`config.mk`:
```
export PLATFORM = sky130hd
export DESIGN_NAME = smx_ctrl
export DESIGN_NICKNAME = d
export VERILOG_FILES = /design/src/hw/rtl/smx_pkg.sv /design/src/hw/rtl/smx_ctrl.sv
export SDC_FILE = /design/constraint.sdc
export NUM_CORES = 1
export LEC_CHECK = 0
export BUFFER_PORTS_ARGS = -buffer_cell sky130_fd_sc_hd__buf_2
export CAP_MARGIN = 20
export CORE_AREA = 4 4 41 43
export CTS_CLUSTER_DIAMETER = 200
export CTS_CLUSTER_SIZE = 25
export DETAILED_ROUTE_END_ITERATION = 7
export DIE_AREA = 0 0 45 47
export MAX_ROUTING_LAYER = met4
export PLACE_DENSITY = 0.71
export SLEW_MARGIN = 40
export SYNTH_ARGS = -nofsm -noshare
export SYNTH_HDL_FRONTEND = slang
export SYNTH_SLANG_ARGS = --single-unit
```
`constraint.sdc`:
```
create_clock -name clk -period 3.25 [get_ports clk]
set_clock_uncertainty 0.2 [all_clocks]
set_input_delay 0.1625 -clock clk [delete_from_list [all_inputs] [get_ports clk]]
set_output_delay 0.1625 -clock clk [all_outputs]
set_load 0.02 [all_outputs]
```
`src/hw/rtl/smx_pkg.sv`:
```
`timescale 1ns / 1ps
// ----------------------------------------------------------------------------
// smx_pkg
// Shared types and constants for the stack machine execute unit.
// ----------------------------------------------------------------------------
package smx_pkg;

  localparam int STACK_DEPTH = 256;
  localparam int AW          = $clog2(STACK_DEPTH);
  localparam int CW          = $clog2(STACK_DEPTH + 1);

  localparam logic [4:0] CMD_NOP     = 5'd0;
  localparam logic [4:0] CMD_PUSHIMM = 5'd1;
  localparam logic [4:0] CMD_PUSHIN  = 5'd2;
  localparam logic [4:0] CMD_POP     = 5'd3;
  localparam logic [4:0] CMD_ADD     = 5'd4;
  localparam logic [4:0] CMD_SUB     = 5'd5;
  localparam logic [4:0] CMD_MUL     = 5'd6;
  localparam logic [4:0] CMD_DIV     = 5'd7;
  localparam logic [4:0] CMD_MOD     = 5'd8;
  localparam logic [4:0] CMD_GT      = 5'd9;
  localparam logic [4:0] CMD_NOT     = 5'd10;
  localparam logic [4:0] CMD_DUP     = 5'd11;
  localparam logic [4:0] CMD_SWAP    = 5'd12;
  localparam logic [4:0] CMD_ROLL    = 5'd13;
  localparam logic [4:0] CMD_OUTNUM  = 5'd14;
  localparam logic [4:0] CMD_OUTCHAR = 5'd15;
  localparam logic [4:0] CMD_POINTER = 5'd16;
  localparam logic [4:0] CMD_SWITCH  = 5'd17;
  localparam logic [4:0] CMD_JEZ     = 5'd18;

  typedef struct packed {
    logic [4:0]         cmd;
    logic signed [31:0] immediate;
    logic signed [31:0] in_value;
  } instr_t;

  typedef struct packed {
    logic [1:0]         branch;
    logic               out_valid;
    logic               out_kind;
    logic signed [31:0] out_value;
    logic               ignored;
    logic               overflow;
    logic [8:0]         stack_count;
  } result_t;

  typedef struct packed {
    logic latch;
    logic exec;
    logic cap_b;
    logic rd_second;
    logic cap_a;
    logic div_start;
    logic roll_setup;
    logic roll_copy;
    logic roll_write;
    logic swap2;
    logic finish;
  } ctrl_cmd_t;

  typedef struct packed {
    logic quick;
    logic need2;
    logic is_swap;
    logic is_roll;
    logic long_op;
    logic div_done;
    logic copy_last;
    logic write_last;
  } dp_status_t;

endpackage

```
`src/hw/rtl/smx_ctrl.sv`:
```
`timescale 1ns / 1ps
// ----------------------------------------------------------------------------
// smx_ctrl
// Sequencer: operand fetch, execute, divide wait, swap and roll phases.
// ----------------------------------------------------------------------------
module smx_ctrl (
  input  logic                clk,
  input  logic                rst,
  input  logic                start,
  input  smx_pkg::dp_status_t sts,
  output smx_pkg::ctrl_cmd_t  ctl,
  output logic                busy
);

  localparam logic [3:0] S_IDLE   = 4'd0;
  localparam logic [3:0] S_DECODE = 4'd1;
  localparam logic [3:0] S_RD_B   = 4'd2;
  localparam logic [3:0] S_RD_A   = 4'd3;
  localparam logic [3:0] S_EXEC   = 4'd4;
  localparam logic [3:0] S_DIV    = 4'd5;
  localparam logic [3:0] S_SWAP2  = 4'd6;
  localparam logic [3:0] S_RCOPY  = 4'd7;
  localparam logic [3:0] S_RGAP   = 4'd8;
  localparam logic [3:0] S_RWRITE = 4'd9;
  localparam logic [3:0] S_RLAST  = 4'd10;

  logic [3:0] state, state_next;

  assign busy = (state != S_IDLE);

  always_comb begin
    ctl        = '0;
    state_next = state;
    case (state)
      S_IDLE: begin
        if (start) begin
          ctl.latch  = 1'b1;
          state_next = S_DECODE;
        end
      end
      S_DECODE: begin
        if (sts.quick) begin
          ctl.exec   = 1'b1;
          ctl.finish = 1'b1;
          state_next = S_IDLE;
        end else begin
          state_next = S_RD_B;
        end
      end
      S_RD_B: begin
        ctl.cap_b = 1'b1;
        if (sts.need2) begin
          ctl.rd_second = 1'b1;
          state_next    = S_RD_A;
        end else begin
          state_next = S_EXEC;
        end
      end
      S_RD_A: begin
        ctl.cap_a  = 1'b1;
        state_next = S_EXEC;
      end
      S_EXEC: begin
        if (sts.long_op) begin
          ctl.div_start = 1'b1;
          state_next    = S_DIV;
        end else begin
          ctl.exec = 1'b1;
          if (sts.is_swap) begin
            state_next = S_SWAP2;
          end else begin
            ctl.finish = 1'b1;
            state_next = S_IDLE;
          end
        end
      end
      S_DIV: begin
        if (sts.div_done) begin
          if (sts.is_roll) begin
            ctl.roll_setup = 1'b1;
            state_next     = S_RCOPY;
          end else begin
            ctl.exec   = 1'b1;
            ctl.finish = 1'b1;
            state_next = S_IDLE;
          end
        end
      end
      S_SWAP2: begin
        ctl.swap2  = 1'b1;
        ctl.finish = 1'b1;
        state_next = S_IDLE;
      end
      S_RCOPY: begin
        ctl.roll_copy = 1'b1;
        if (sts.copy_last) state_next = S_RGAP;
      end
      S_RGAP: begin
        state_next = S_RWRITE;
      end
      S_RWRITE: begin
        ctl.roll_write = 1'b1;
        if (sts.write_last) state_next = S_RLAST;
      end
      S_RLAST: begin
        ctl.exec   = 1'b1;
        ctl.finish = 1'b1;
        state_next = S_IDLE;
      end
      default: state_next = S_IDLE;
    endcase
  end

  always_ff @(posedge clk) begin
    if (rst) state <= S_IDLE;
    else state <= state_next;
  end

endmodule

```
# ---- After elaboration in Yosys (flattened, before gate mapping)
# Cells that the tools add are included.
dict set report word_totals {
  regBits 4
  inputBits 11
  output_inout_bits 12
  word_cells 50
}
dict set report op_classes {
  n_eq_ne 14
  n_mux 31
  n_reduce_logical 4
}
# cell count
set ops {}
lappend ops {{$pmux 4 s9} 1}
lappend ops {{$mux 4} 5}
lappend ops {{$mux 1} 18}
lappend ops {{$eq 4x3->1 const B} 4}
lappend ops {{$eq 4x4->1 const B} 3}
lappend ops {{$mux 3} 3}
lappend ops {{$eq 4x2->1 const B} 2}
lappend ops {{$ne 2x2->1 const B} 4}
lappend ops {{$pmux 1 s4} 2}
lappend ops {{$eq 4x1->1 const B} 1}
lappend ops {{$logic_not 4->1} 1}
lappend ops {{$mux 2} 2}
lappend ops {{$reduce_and 4->1} 1}
lappend ops {{$reduce_bool 4->1} 1}
lappend ops {{$reduce_or 2->1} 1}

# ---- Longest topological paths before layout
# Gate-level depths: netlist of the first run.
dict set report depth {
  ltp_word 3
  ltp_mapped 6
  ltp_nobuf 5
}

# ---- Worst setup path after synthesis of the first run
# Ideal clock, no wire load.
dict set report synth_path {
  path_kind {flip-flop to output port}
  start {register state[1]}
  end {output ctl[0] (netlist name)}
  arrival_ns 1.184
  required_time_ns 2.887
  slack_ns 1.703
  path_stages_with_launch 4
  n_path_buf 1
  cell_sequence {dfxtp_1 -> buf_2 -> nor2_1 -> o31ai_1}
}
# item line
set synth_lines {}
lappend synth_lines {{from (decl)} smx_ctrl.sv:27} ;# logic [3:0] state, state_next;
lappend synth_lines {{from (signal assigned)} smx_ctrl.sv:116} ;# else state <= state_next;
lappend synth_lines {{to (decl)} smx_ctrl.sv:11} ;# output smx_pkg::ctrl_cmd_t ctl,

==> results_dict.tcl, run 1 <==
set metrics [dict create \
    gp_congestion 0.859 \
    final_layout_size_suffix_gt1_share_pct 34.1 \
    grt_pass1_vias 477 \
    dp_slack_ns 1.33 \
    clock_latency_ns 0.23 \
    powerDensity_nw_per_um2 669 \
    fin_crit_ns 2.17 \
    rsz0062_at_grt "no" \
    cts.sinks 4 \
    max_slew_margin_pct 67.0 \
    reg_top3 "state (4)" \
    initial_core_util_pct 35.7 \
    numPortBuffers 22 \
    wl_met3_um 115 \
    ys.warnings.count 0 \
    start_kind "register" \
    dp_cells 102 \
    grt_pass1_wl_mm 1.96 \
    drv_slew 0 \
    top_register "state" \
    rows 13 \
    wirelength_mm 1.23 \
    grt_usage_pct 12.5 \
    ys_seq_area_share_pct 17.3 \
    firstDrtPassIters 4 \
    largest_reg_flops 4 \
    timing.final.hold_violations 0 \
    die_h_um 47 \
    cts_tree "yes" \
    grt_max_degree 15 \
    fp.coreArea_um2 1300 \
    path_clk_slew_ns 0.04 \
    finalInstanceArea_um2 592 \
    dr.max_layer_used "met3" \
    hold_class "input pin to register" \
    ioPinCount 23 \
    cts_max_path_buffers 2 \
    setup_tns_ns 0 \
    drv_cap 0 \
    route.met2.wl_um 545 \
    tightest_slew_ns 0.494 \
    layout_common_cells "buf_2 (22), nor2_1 (9), a21oi_1 (7), and3_1 (6)" \
    ant_nets 0 \
    antennaDiodeCount 0 \
    p_leak_nw 0.286 \
    drt-wirelength-per-cell_um 11.6 \
    syn_area_um2 464 \
    cp.required_ns 2.89 \
    yosysUniqueCellTypes 28 \
    die_x_um 45 \
    end_kind "output port" \
    drt_iter0_markers 11 \
    vias_per_cell 5.40 \
    numCtsBuffers 3 \
    cts_setup_buffers 0 \
    setup_viol 0 \
    layout.nets 104 \
    drc 0 \
    globalRouteOverflowTotal 0 \
    synth-seq-cells 4 \
    mostFrequentLayoutCell "buf_2" \
    fin_cells 106 \
    dpl.hpwl_um 949 \
    die-area_um2 2120 \
    fin_crit_sh_pct 66.7 \
    placed_area_um2 559 \
    crit_path_max_fanout 13 \
    status "finished clean" \
    p_total_mw 0.396 \
    hold_slack_ns 0.0150 \
    path_class "register to output port" \
    wl_met1_um 572 \
    area_growth_pct 27.5 \
    cp.arrival_ns 1.80 \
    synth_area_per_cell_um2 6.73 \
    root_buffer "clkbuf_4" \
    max_freq_mhz 461 \
    netlist_instances 69 \
    fin_util_pct 45.5 \
    setup_slack_ns 1.08 \
    grt_antenna_before_repair 0 \
    peakVddDrop_mv 0.249 \
    syn-num-nets 80 \
    htree_levels 1 \
    dr_total_vias 572 \
]
area by class of cell:
cell class              count  area (um^2)
clock buffers               3         22.5
fillers                   164          709
inverters                   3         11.3
multi-input cells          58          339
flip-flops and latches      4         80.1
well taps                  15         18.8
repair buffers             23          120
cells in the mapped netlist (all sizes together):
| master | count | area, um^2 |
|---|---|---|
| nor2 | 9 | 33.8 |
| a21oi | 7 | 35.0 |
| and3 | 7 | 48.8 |
| o21ai | 7 | 35.0 |
| dfxtp | 4 | 80.1 |
| nand2 | 4 | 15.0 |
| nand3 | 4 | 20.0 |
| nor3 | 4 | 25.0 |
| buf | 3 | 15.0 |
| inv | 3 | 11.3 |
| nor2b | 3 | 21.3 |
| nand2b | 2 | 12.5 |
| nand3b | 2 | 15.0 |
| a211oi | 1 | 12.5 |
| a222oi | 1 | 10.0 |
| a22oi | 1 | 7.51 |
| a31oi | 1 | 6.26 |
| and2b | 1 | 8.76 |
| bufbuf | 1 | 18.8 |
| mux2i | 1 | 10.0 |
| o22a | 1 | 8.76 |
| o31ai | 1 | 7.51 |
| or3 | 1 | 6.26 |
routing by layer:
metal / vias to the layer above / global-route usage [%]
met5: - / -
met4: 0 / 1.75
met3: 0 / 2.30
met2: 25 / 20.3
met1: 250 / 16.4
li1: 297 / -
final timing paths:
| kind | startpoint | endpoint | slack, ns | cells past startpoint |
|---|---|---|---|---|
| hold reg to reg | state[0]$_SDFFE_PP0P_ | state[0]$_SDFFE_PP0P_ | 0.46 | 2 |
| setup / recovery | state[2]$_SDFFE_PP0P_ | ctl[0] | 1.08 | 5 |
| hold / removal | sts[1] | state[3]$_SDFFE_PP0P_ | 0.01 | 3 |
| setup reg to reg | state[2]$_SDFFE_PP0P_ | state[1]$_SDFFE_PP0P_ | 1.48 | 5 |
critical path: stages (launching register included):
cell	delay [ns]
dfxtp_1	0.57
nor2b_1	0.38
nand3_1	0.15
o22a_1	0.21
o31ai_1	0.07
buf_2	0.20
kinds of logic after synthesis:
kind of cell | after synthesis | share of synthesized area, %
simple gates | 37 | 44.5
compound gates | 20 | 26.4
buf+inv | 7 | 9.70
flops | 4 | 17.3
mux | 1 | 2.16
power breakdown:
group	internal [mW]	switching [mW]	total (mW)	leakage, nW
combinational	0.0941	0.137	0.231	0.239
sequential	0.0624	0.0437	0.106	0.0327
clock	0.0411	0.0177	0.0588	0.0138
repair_timing:
action                    4_1_cts  5_1_grt
hold buffers                    1        0
hold endpoints to repair        4        0
gates resized for setup         0        0
No activity file was read; power rests on OpenSTA's default activity.
==> run 2, diff against run 1 <==
==> constraint.sdc (replaced) <==
create_clock -name clk -period 2.2 [get_ports clk]
set_clock_uncertainty 0.2 [all_clocks]
set_input_delay 0.11 -clock clk [delete_from_list [all_inputs] [get_ports clk]]
set_output_delay 0.11 -clock clk [all_outputs]
set_load 0.02 [all_outputs]
==> results_dict.tcl, run 2 (synthesis gave the netlist of run 1 again) <==
set metrics [dict create \
    status "finished clean" \
    crit_path_max_fanout 14 \
    rows 13 \
    cp.arrival_ns 1.67 \
    fin_crit_sh_pct 90.0 \
    p_leak_nw 0.295 \
    top_register "state" \
    reg_top3 "state (4)" \
    mostFrequentLayoutCell "buf_2" \
    gp_congestion 0.853 \
    numPortBuffers 22 \
    grt_max_degree 15 \
    die_x_um 45 \
    critical_path.startpoint "state[1]$_SDFFE_PP0P_" \
    p_total_mw 0.594 \
    setup_viol 0 \
    holdCritStartpoint "sts[6]" \
    dr_total_vias 560 \
    drv_slew 0 \
    grt_pass1_wl_mm 2.08 \
    cts.sinks 4 \
    dp_slack_ns 0.457 \
    slowest_delay_ns 0.60 \
    crit_path_top_delay_cell "dfxtp_1" \
    drv_cap 0 \
    drc 0 \
    grt_antenna_before_repair 0 \
    rsz0062_at_grt "no" \
    drt-wirelength-per-cell_um 11.4 \
    initial_core_util_pct 35.7 \
    r2r_cells 5 \
    die-area_um2 2120 \
    setup_slack_ns 0.219 \
    ant_nets 0 \
    finalInstanceArea_um2 609 \
    layout.nets 106 \
    cts_setup_buffers 0 \
    max_slew_margin_pct 68.6 \
    htree_levels 1 \
    drt_iter0_markers 11 \
    tightest_slew_ns 0.470 \
    peakVddDrop_mv 0.313 \
    max_freq_mhz 505 \
    numCtsBuffers 3 \
    fin_crit_ns 1.98 \
    globalRouteOverflowTotal 0 \
    firstDrtPassIters 4 \
    timing.final.hold_violations 0 \
    cts_tree "yes" \
    layout_common_cells "buf_2 (22), nor2_1 (9), a21oi_1 (7), and3_1 (6)" \
    rr_startpoint "state[0]$_SDFFE_PP0P_" \
    hold_depth 4 \
    path_class "register to output port" \
    final_layout_size_suffix_gt1_share_pct 34.4 \
    area_growth_pct 31.3 \
    crit_chain "and2b_2, a22oi_1, o22a_1, o31ai_1, buf_2" \
    path_clk_slew_ns 0.04 \
    start_kind "register" \
    end_kind "output port" \
    antennaDiodeCount 0 \
    fillerInstances 142 \
    largest_reg_flops 4 \
    grt_usage_pct 12.9 \
    die_h_um 47 \
    dp_cells 103 \
    grt_pass1_vias 496 \
    fin_util_pct 46.8 \
    placed_area_um2 567 \
    fp.coreArea_um2 1300 \
    vias_per_cell 5.19 \
    powerDensity_nw_per_um2 974 \
    wirelength_mm 1.24 \
    ioPinCount 23 \
    fin_cells 108 \
    hold_slack_ns 0.146 \
    clock_latency_ns 0.23 \
    cp.required_ns 1.89 \
    root_buffer "clkbuf_4" \
    cts_max_path_buffers 2 \
    setup_tns_ns 0 \
    hold_class "input pin to register" \
]
==> run 2: final timing paths <==
check                                             end  slack (ns)
worst min-delay path            state[2]$_SDFFE_PP0P_        0.15
worst max register to register  state[2]$_SDFFE_PP0P_        0.51
worst min register to register  state[0]$_SDFFE_PP0P_        0.46
worst max-delay path                           ctl[0]        0.22
==> run 2: final cells by class <==
type | count | area (um^2) | area share, %
Multi-Input combinational cell | 58 | 339 | 55.6
Clock buffer | 3 | 22.5 | 3.70
Inverter | 3 | 11.3 | 1.85
Sequential cell | 4 | 80.1 | 13.1
Timing Repair Buffer | 25 | 138 | 22.6
Tap cell | 15 | 18.8 | 3.08
==> run 2: worst max-delay path: cells and delay by family, from the launching register on <==
kind | cells | cell delay (ns)
flip-flops | 1 | 0.60
buffers and inverters | 1 | 0.20
AND/OR/NAND/NOR | 1 | 0.27
AO/OA/AOI/OAI | 3 | 0.38
==> run 2: timing repair <==
action / 4_1_cts / 5_1_grt
hold endpoints to repair: 4 / 0
resized for setup: 0 / 0
hold buffers: 2 / 0
==> run 2: where the power goes <==
part / internal, mW / switching, mW
logic: 0.148 / 0.225
registers: 0.0921 / 0.0429
clock network: 0.0606 / 0.0246
total: 0.301 / 0.293
==> run 2: layer usage <==
metal  vias to the layer above  part of all wire [%]  GRT usage [%]
met4                         0                     0           1.75
met5                         -                     0              -
met3                         0                   6.1          0.766
met1                       244                    50           18.4
li1                        301                     -              -
met2                        15                    44           20.3
==> run 3, diff against run 2 <==
--- a/config.mk
+++ b/config.mk
@@ -5,6 +5,7 @@
 export SDC_FILE = /design/constraint.sdc
 export NUM_CORES = 1
 export LEC_CHECK = 0
+export ABC_AREA = 1
 export BUFFER_PORTS_ARGS = -buffer_cell sky130_fd_sc_hd__buf_2
 export CAP_MARGIN = 20
 export CORE_AREA = 4 4 41 43
@@ -13,8 +14,7 @@
 export DETAILED_ROUTE_END_ITERATION = 7
 export DIE_AREA = 0 0 45 47
 export MAX_ROUTING_LAYER = met4
-export PLACE_DENSITY = 0.71
-export SLEW_MARGIN = 40
+export PLACE_DENSITY = 0.7
 export SYNTH_ARGS = -nofsm -noshare
 export SYNTH_HDL_FRONTEND = slang
 export SYNTH_SLANG_ARGS = --single-unit
==> results_dict.tcl, run 3 <==
set metrics [dict create \
    cts_setup_buffers 0 \
    timing.final.hold_violations 0 \
    synth_ff_type "dfxtp_1" \
    peakVddDrop_mv 0.439 \
    cts_max_path_buffers 2 \
    fin_crit_sh_pct 78.2 \
    largest_reg_flops 4 \
    top_usage_layer "met2" \
    grt_use_met3_pct 1.15 \
    clock_latency_ns 0.23 \
    numPortBuffers 22 \
    p_switching_mw 0.348 \
    syn_area_um2 460 \
    path_clk_slew_ns 0.04 \
    yosys-top-cells-area "dfxtp_1 (17%), nand2_1 (15%), inv_1 (13%)" \
    status "finished clean" \
    synth_top_area_share_pct 17.4 \
    synth_edf_count 0 \
    fillerInstances 159 \
    globalRouteOverflowTotal 0 \
    netlist_instances 85 \
    layout.nets 125 \
    wirelength_mm 1.28 \
    tightest_slew_ns 0.289 \
    grt_pass1_vias 590 \
    cts-resized-gates 0 \
    placed_area_um2 589 \
    path_class "register to output port" \
    grt_antenna_before_repair 0 \
    max_slew_margin_pct 80.7 \
    multi_input_area_um2 305 \
    end_kind "output port" \
    hold_slack_ns 0.138 \
    firstDrtPassIters 4 \
    vias_per_cell 4.78 \
    combPwrFrac_pct 64.8 \
    fin_crit_ns 1.72 \
    p_leak_nw 0.414 \
    cp_num_buf_inv 2 \
    antennaDiodeCount 0 \
    clkPwrFrac_pct 13.7 \
    synth_common_cells "nand2_1 (18), inv_1 (16), nand3_1 (11), nor2_1 (11), a21oi_1 (5)" \
    ant_nets 0 \
    htree_levels 1 \
    gp_congestion 0.820 \
    switching_share_pct 54.0 \
    drc 0 \
    max_freq_mhz 581 \
    crit_family "simple AND/OR/NAND/NOR gates" \
    die_x_um 45 \
    p_int_mw 0.297 \
    layout_common_cells "buf_2 (22), nand2_1 (18), inv_1 (16), nand3_1 (11), nor2_1 (11)" \
    hold_class "input pin to register" \
    grt.met1_usage_pct 18.5 \
    syn-num-nets 96 \
    crit_chain "nor2_2, inv_1, nor2_1, a31oi_1, nand3b_1, buf_2" \
    synth-seq-cells 4 \
    cts_tree "yes" \
    ioPinCount 23 \
    grt_util_met2_pct 26.3 \
    rows 13 \
    root_buffer "clkbuf_4" \
    rsz0062_at_grt "no" \
    final_layout_size_suffix_gt1_share_pct 33.9 \
    grt_max_degree 8 \
    initial_core_util_pct 35.4 \
    start_kind "register" \
    grt_usage_pct 14.9 \
    drv_cap 0 \
    cp.arrival_ns 1.41 \
    dr_total_vias 607 \
    area_growth_pct 37.2 \
    postSynth.asyncResetShare_pct 0 \
    numCtsBuffers 3 \
    powerDensity_nw_per_um2 1020 \
    synthMostInstantiatedCell "nand2_1" \
    seq_area_um2 80.1 \
    dpl.hpwl_mm 1.09 \
    fin_util_pct 48.6 \
    synth_area_per_cell_um2 5.42 \
    yosysTopAreaCell "dfxtp_1" \
    reg_top3 "state (4)" \
    drt_iter0_markers 10 \
    cp.required_ns 1.89 \
    setup_viol 0 \
    setup_tns_ns 0 \
    power_frac_seq_pct 21.5 \
    die_h_um 47 \
    drv_slew 0 \
    drt-wirelength-per-cell_um 10.1 \
    grt_pass1_wl_mm 2.31 \
    slowest_delay_ns 0.35 \
    ys_seq_area_share_pct 17.4 \
    crit_path_top_delay_cell "dfxtp_1" \
    fp.coreArea_um2 1300 \
    mostFrequentLayoutCell "buf_2" \
    crit_path_max_fanout 5 \
    die-area_um2 2120 \
    yosysUniqueCellTypes 14 \
    top_register "state" \
    finalInstanceArea_um2 632 \
    cts.sinks 4 \
    ys.warnings.count 0 \
]
==> run 3: cell types whose count changed in the layout (fill, tap and decap cells not counted), moves of 3 or more <==
cell	delta
and3_1	-6
nand2_1	+14
inv_1	+14
nor2_2	+4
o21ai_0	-3
inv_2	+3
nor3_1	-3
nand3_1	+7
nor2_4	+3
==> run 3: layer usage <==
| layer | vias to the layer above | wire length (um) |
|---|---|---|
| li1 | 318 | - |
| met1 | 273 | 578 |
| met2 | 16 | 648 |
| met3 | 0 | 52 |
| met4 | 0 | 0 |
| met5 | - | 0 |
==> run 3: tightest hold or removal path: cells and delay by family <==
kind                   cells  cell delay (ns)
AND/OR/NAND/NOR            2             0.17
buffers and inverters      3             0.18
AO/OA/AOI/OAI              1             0.05
==> run 3: path summary, 6_finish.rpt <==
kind                         start                     to  slack [ns]  cells after the start
max          state[0]$_SDFFE_PP0P_                 ctl[0]        0.48                      6
min                         sts[2]  state[2]$_SDFFE_PP0P_        0.14                      6
max reg2reg  state[3]$_SDFFE_PP0P_  state[2]$_SDFFE_PP0P_        0.73                      6
min reg2reg  state[0]$_SDFFE_PP0P_  state[0]$_SDFFE_PP0P_        0.37                      2
==> run 3: cell type report <==
| cell class | count | share of cell area [%] |
|---|---|---|
| multi-input combinational | 61 | 48.3 |
| clock buffer | 3 | 3.56 |
| timing repair buffer | 24 | 20.6 |
| tap | 15 | 2.97 |
| sequential | 4 | 12.7 |
| inverter | 20 | 11.9 |
==> run 3: power groups by stage <==
stage / logic [mW] / registers, mW / clock network, mW
6_report: 0.418 / 0.139 / 0.0887
5_1_grt: 0.469 / 0.144 / 0.0950
4_1_cts: 0.420 / 0.139 / 0.0915
3_5_place_dp: 0.413 / 0.140 / 0
3_3_place_gp: 0.414 / 0.138 / 0
2_1_floorplan: 0.311 / 0.132 / 0
==> run 3: cells by family after synthesis <==
logic type | synth area share [%]
AND/OR/NAND/NOR | 55.2
AO/OA/AOI/OAI | 11.1
flip-flops | 17.4
buffers and inverters | 16.3
==> run 3: repair_timing <==
item / 4_1_cts / 5_1_grt
setup endpoints to repair: 0 / 0
hold buffers: 2 / 0
hold endpoints to repair: 4 / 0
==> run 3: stage by stage <==
step	setup WS [ns]	total power, mW	instances
final	0.479	0.645	127
after global routing	0.343	0.707	127
after CTS	0.466	0.650	127
after detailed placement	0.713	0.553	122
after global placement	0.722	0.552	122
after floorplan	0.767	0.443	85
